[src/rtl/core/tvf_pkg.sv]
`default_nettype none

package tvf_pkg;

  // Widths of the fixed-point fields and of the fusion arithmetic.
  localparam int unsigned DIST_W   = 16;  // Q5.10 signed distance
  localparam int unsigned WEIGHT_W = 16;  // Q8.8 weight
  localparam int unsigned TRUNC_W  = 15;
  localparam int unsigned SUM_W    = 17;  // exact weight sum, also the divisor
  localparam int unsigned PROD_W   = 33;  // signed distance times unsigned weight
  localparam int unsigned NUM_W    = 34;  // sum of two products
  localparam int unsigned MAG_W    = 33;  // magnitude of the numerator
  localparam int unsigned QUO_W    = 17;  // quotient magnitude, at most 2^15

  localparam logic [TRUNC_W-1:0]  TRUNC_RESET    = 15'd307;
  localparam logic [WEIGHT_W-1:0] W_THRESH_RESET = 16'd0;

  // Request kinds carried in the input tuser.
  localparam logic REQ_FUSE = 1'b0;
  localparam logic REQ_READ = 1'b1;

  // Register select, taken from address bit 2.
  localparam logic REG_TRUNC    = 1'b0;
  localparam logic REG_W_THRESH = 1'b1;

  typedef enum logic [2:0] {
    ST_CLEAR,
    ST_IDLE,
    ST_EVAL,
    ST_SUM,
    ST_DIV,
    ST_DONE
  } state_e;

  typedef struct packed {
    logic signed [DIST_W-1:0] distance;
    logic [WEIGHT_W-1:0]      weight;
  } voxel_t;

  // Handshake between the sequencer and the divider.
  typedef struct packed {
    logic start;
  } div_req_t;

  typedef struct packed {
    logic             done;
    logic [QUO_W-1:0] quotient;
  } div_rsp_t;

endpackage

`default_nettype wire

[src/rtl/core/tvf_div.sv]
`default_nettype none

module tvf_div (
  input  wire logic                          clk_i,
  input  wire logic                          rst_ni,
  input  wire tvf_pkg::div_req_t             req_i,
  input  wire logic [tvf_pkg::MAG_W-1:0]     dividend_i,
  input  wire logic [tvf_pkg::SUM_W-1:0]     divisor_i,
  output tvf_pkg::div_rsp_t                  rsp_o
);
  import tvf_pkg::*;

  localparam int unsigned CNT_W = $clog2(QUO_W + 1);

  logic             busy_q;
  logic             done_q;
  logic [CNT_W-1:0] cnt_q;
  logic [SUM_W-1:0] rem_q;
  logic [QUO_W-1:0] dq_q;
  logic [SUM_W-1:0] div_q;

  logic [SUM_W:0]   trial;
  logic [SUM_W:0]   diff;
  logic             ge;
  logic [SUM_W-1:0] rem_d;
  logic [QUO_W-1:0] dq_d;
  logic             last;

  // Restoring division, one quotient bit a cycle. The caller guarantees
  // that the quotient fits in QUO_W bits, so the upper dividend bits
  // start out below the divisor.
  always_comb begin
    trial = {rem_q, dq_q[QUO_W-1]};
    diff  = trial - {1'b0, div_q};
    ge    = trial >= {1'b0, div_q};
    rem_d = ge ? diff[SUM_W-1:0] : trial[SUM_W-1:0];
    dq_d  = {dq_q[QUO_W-2:0], ge};
    last  = cnt_q == CNT_W'(QUO_W - 1);
  end

  always_ff @(posedge clk_i or negedge rst_ni) begin
    if (!rst_ni) begin
      busy_q <= 1'b0;
      done_q <= 1'b0;
      cnt_q  <= '0;
    end else begin
      done_q <= busy_q && last;
      if (req_i.start) begin
        busy_q <= 1'b1;
        cnt_q  <= '0;
      end else if (busy_q) begin
        cnt_q <= cnt_q + CNT_W'(1);
        if (last) begin
          busy_q <= 1'b0;
        end
      end
    end
  end

  always_ff @(posedge clk_i) begin
    if (req_i.start) begin
      rem_q <= SUM_W'(dividend_i[MAG_W-1:QUO_W]);
      dq_q  <= dividend_i[QUO_W-1:0];
      div_q <= divisor_i;
    end else if (busy_q) begin
      rem_q <= rem_d;
      dq_q  <= dq_d;
    end
  end

  assign rsp_o.done     = done_q;
  assign rsp_o.quotient = dq_q;

endmodule

`default_nettype wire

[config.mk]
export PLATFORM = sky130hd
export DESIGN_NAME = tvf_div
export DESIGN_NICKNAME = d
export VERILOG_FILES = /design/src/rtl/core/tvf_pkg.sv /design/src/rtl/core/tvf_div.sv
export SDC_FILE = /design/constraint.sdc
export NUM_CORES = 1
export LEC_CHECK = 0
export BUFFER_PORTS_ARGS = -buffer_cell sky130_fd_sc_hd__buf_2
export CAP_MARGIN = 20
export CORE_UTILIZATION = 50
export CTS_CLUSTER_SIZE = 10
export DETAILED_ROUTE_END_ITERATION = 8
export PLACE_DENSITY = 0.72
export SYNTH_ARGS = -nofsm -noshare
export SYNTH_HDL_FRONTEND = slang
export SYNTH_SLANG_ARGS = --single-unit
[constraint.sdc]
create_clock -name clk_i -period 3.8 [get_ports clk_i]
set_input_delay 0.19 -clock clk_i [delete_from_list [all_inputs] [get_ports clk_i]]
set_output_delay 0.19 -clock clk_i [all_outputs]
set_load 0.1 [all_outputs]
After elaboration in Yosys (flattened, before gate mapping)
Cells that the tools add are included.

cells by class
  $add $sub $neg = 2
  magnitude comparators = 1
  equal/unequal tests = 1
  mux-type cells = 10
  reduce and logical (&&, ||, !) cells = 2

operator list
  cell                                                            number
  17-bit two-way mux                                              3
  16-bit two-way mux                                              2
  18-bit by 17-bit >= comparator with 1-bit output                1
  17-bit subtractor                                               1
  5-bit two-way mux                                               2
  5-bit by 1-bit adder with 5-bit output (second input constant)  1
  5-bit equality test (second input constant)                     1
  1-bit two-way mux                                               3
  2-bit nonzero test                                              1
  1-bit logical AND                                               1

word-level totals
  flip-flop bits (word level) = 58
  bits of input ports = 53
  output and inout bits = 18
  word-level logic and storage cells = 23

Longest topological paths before layout
  word-level depth = 4
  depth in mapped cells = 12
  depth with buffers taken out = 10

Worst setup path before layout
OpenSTA, ideal clock, no wires.

  path type = register to register
  from = register dq_q[16]
  to = register rem_q[1], data pin
  library setup time = 0.269 ns
  data arrival time = 2.918 ns
  data required time = 3.531 ns
  setup slack = 0.612 ns
  stages on the path, launching flop included = 13
  path buffers = 2
  clock period less this slack = 3.188 ns
  path through = edfxtp_1 -> inv_1 -> ha_1 -> inv_1 -> fa_1 -> a21o_1 -> a221o_1 -> o21ai_1 -> and3_1 -> buf_6 -> clkbuf_8 -> mux2i_1 -> o21ai_0

between the ends
  cells in the longest elaborated chain, start to end = 4
  elaborated cells between the ends (all ways) = 5
  those cells by class = add/sub: 1; order compare: 1; mux: 3

ends and longest elaborated chain
  what                                                                                   RTL line                      text
  start, declared                                                                        tvf_div.sv:19                 logic [QUO_W-1:0] dq_q;
  start signal, assigned                                                                 tvf_div.sv:63                 dq_q <= dividend_i[QUO_W-1:0];
  start signal, assigned                                                                 tvf_div.sv:67                 dq_q <= dq_d;
  17-bit subtractor or 18-bit by 17-bit >= comparator with 1-bit output (tied branches)  tvf_div.sv:34, tvf_div.sv:35
  17-bit two-way mux *                                                                   tvf_div.sv:36                 rem_d = ge ? diff[SUM_W-1:0] : trial[SUM_W-1:0];
  16-bit two-way mux *                                                                   tvf_div.sv:65                 end else if (busy_q) begin
  16-bit two-way mux *                                                                   tvf_div.sv:61                 if (req_i.start) begin
  end signal, assigned                                                                   tvf_div.sv:62                 rem_q <= SUM_W'(dividend_i[MAG_W-1:QUO_W]);
  end signal, assigned                                                                   tvf_div.sv:66                 rem_q <= rem_d;
  end, declared                                                                          tvf_div.sv:18                 logic [SUM_W-1:0] rem_q;

Every way passes the cells marked *; elsewhere a longest branch is shown, timed or not. The select of a mux whose other input is x is not followed.
A chain may end at the register's enable or synchronous reset.

Worst setup path after layout
  from = register dq_q[16]
  to = register rem_q[13], data pin

Same word-level chain as after synthesis.

==> key figures <==
STA
  • Rel. slew slack: 57.3%
  • Finish-stage setup viols: 0
  • Tmin final: 3.17 ns
  • Worst Tran Pin Value: 0.640 ns
  • Slew Viols, Final: 0
  • Total negative slack: 0 ns
  • Final period utilization: 83.3%
  • Fmax achieved: 0.316 GHz
  • RSZ-0062 raised after global routing: false
  • Fin Hold WS: 0.0179 ns
  • Final Hold Vio Count: 0
  • Clk_skew: 0.00981 ns

Clock tree
  • Clock-pin slew on the worst setup and hold paths: 0.07 ns
  • CTS Root Cell: clkbuf_8
  • Setup Buffers After CTS: 0
  • H-tree levels: 3
  • Max clock buf depth: 2
  • Clock buffer count from CTS: 9
  • Clock Latency Late Sink: 0.35 ns
  • TritonCTS clock tree: done
  • Clk sinks: 58
  • Post-cts repair resize count: 0

Placement
  • # port buffers: 70
  • Placed Area: 3780 µm²
  • GPL Wtd Cong: 0.856
  • DP HPWL: 4.90 mm

Drt
  • Avg WL per Cell: 15.7 µm
  • DRT Pass-1 Iters: 7
  • DRC violations left: 1
  • Drt first-iter violations: 195
  • Via density: 5.65
  • Detailed Route WL: 7.14 mm
  • Vias: 2,577
  • Post-DRT Antenna Nets: 0

Synth
  • Number of synthesized flops with an enable pin: 50
  • Gate Count Post-Synth: 301
  • Synth async-reset ratio: 12.1%
  • Largest cells by area after synthesis: edfxtp_1 (44%), ha_1 (7.0%), mux2_2 (6.0%)
  • Yosys reg bits: 58
  • Sequential area share after synthesis: 49.9%
  • Synth cell types: 60
  • Syn_area_per_cell: 11.3 µm²
  • Yosys top cell area share: 44.2%
  • Syn. warnings: 0
  • Post-Syn Nets: 374
  • Yosys top cell by area: edfxtp_1
  • Ys flop type: edfxtp_1
  • Post-synthesis cell area: 3400 µm²

Die
  • Initial Util: 52.6%
  • IO Count: 71
  • Rows: 29
  • Core box area: 6460 µm²
  • Die area: 7130 µm²
  • Die X: 84.4 µm
  • Chip Height: 84.4 µm

Cells and area
  • Final Util: 61.9%
  • Post-route cell area: 4000 µm²
  • Layout cells sized above 1: 31.7%
  • Area Overhead vs Synth: 17.7%
  • Nets: 447
  • Antenna Cells: 0

GRT
  • First-pass GRT wire length: 11.5 mm
  • Largest net degree at the start of global routing: 54
  • Aggregate global-route resource usage: 20.9%
  • Vias in the first global route: 2,443
  • Overflow left after global routing: 0
  • Antenna violations before repair: 0

Critical path
  • CP Class: register to register
  • R2r startpoint: dq_q[16]$_DFFE_PP_
  • WP data arrival: 3.32 ns
  • Critical path endpoint category: register
  • Critical path peak fanout: 11
  • CP Data Required Time: 3.95 ns
  • CP startpoint: dq_q[16]$_DFFE_PP_
  • Critical path startpoint category: register

Power
  • Pwr dens: 736 nW/µm²
  • Lkg Pwr: 1.80 nW
  • Total Power: 2.94 mW
  • Peak supply drop: 0.369 mV

Run status
  • Failing checks: design-rule violations
  • Outcome: finished, violations left

Worst hold path
  • HP Start: divisor_i[13]
  • Worst min-delay path category: input port to register

Flow run
  • Max Cap Violations: 0
-- final cells by class --
cell class | count | area (µm²)
clock buffer | 10 | 128
clock inverter | 6 | 81.3
fill | 554 | 2460
inverter | 26 | 97.6
multi-input combinational | 203 | 1500
sequential | 58 | 1700
tap | 77 | 96.3
timing repair buffer | 76 | 398
-- flip-flops by register name, summed over array words and instances, names as in the netlist --
register  cells
busy_q        1
cnt_q         5
div_q        17
done_q        1
dq_q         17
rem_q        17
-- cells by family (layout without fill, tap and decap cells) --
logic type,Yosys count,after routing,share of synthesized area [%]
and+or+nand+nor,82,82,12.7
buffers and inverters,40,118,5.89
muxes,23,23,7.44
xor gates and xnor gates,12,12,3.09
DFF,58,58,49.9
AOI/OAI and AO/OA,66,66,13.3
adders and majority gates,20,20,7.59
-- cells in the final DEF (no fill, tap or decap), drive strengths merged, types with 7 or more instances in the layout --
cell type / instances
nand3: 10
a31oi: 8
mux2: 18
buf: 75
nand2: 24
nor2: 19
ha: 19
clkbuf: 10
inv: 26
a21oi: 14
dfrtp: 7
o21ai: 10
edfxtp: 50
and3: 7
-- worst max-delay path, stage by stage (launching register included) --
cell and delay [ns]:
edfxtp_1 0.37, inv_1 0.09, ha_1 0.17, inv_1 0.07, fa_1 0.39, a21o_1 0.23, a221o_1 0.37, o21ai_1 0.18
and3_1 0.49, buf_4 0.26, nor3_1 0.07, nor4bb_1 0.30
-- Yosys cell counts (4+ instances only) --
library cell / n
nor3_1: 4
dfrtp_1: 7
nand2_1: 24
and3_2: 5
o21ai_0: 8
a21oi_1: 14
mux2_2: 18
a221o_1: 4
nor2_1: 19
a21o_1: 5
inv_1: 26
xor2_1: 6
mux2i_1: 5
xnor2_1: 6
edfxtp_1: 50
clkbuf_1: 4
ha_1: 19
nand3_1: 10
a31oi_1: 8
-- final timing paths --
path / endpoint / slack [ns] / cells past startpoint
max: rem_q[13]$_DFFE_PP_ / 0.63 / 11
min: div_q[13]$_DFFE_PP_ / 0.02 / 1
max reg2reg: rem_q[13]$_DFFE_PP_ / 0.63 / 11
min reg2reg: cnt_q[4]$_DFFE_PN0P_ / 0.57 / 2
max in group asynchronous: busy_q$_DFF_PN0_ / 3.44 / 2
min in group asynchronous: cnt_q[0]$_DFFE_PN0P_ / 0.20 / 2
-- per-stage QoR --
stage          setup WS, ns  std cells
2_1_floorplan         0.612        301
4_1_cts               0.646        456
6_report              0.634        456
5_1_grt               0.368        456
3_5_place_dp          0.710        439
3_3_place_gp          0.818        439
-- per-layer routing --
metal,GRT usage (%),up-vias,wire (µm)
met2,33.2,91,3390
met5,0,-,0
met1,27.6,1206,3160
li1,-,1274,-
met4,7.86,0,64
met3,5.80,6,519
-- where the power goes --
part	switching (mW)	total, mW	leakage, nW	internal [mW]
combinational	0.864	1.39	1.08	0.521
sequential	0.0782	0.937	0.614	0.859
clock	0.254	0.619	0.105	0.365
total	1.20	2.94	1.80	1.75
-- repair_timing --
action,4_1_cts,5_1_grt
hold buffers,1,0
endpoints found under the hold margin,7,0
endpoints found under the setup margin,0,0
Note: power is estimated with default switching activity, not from simulation.
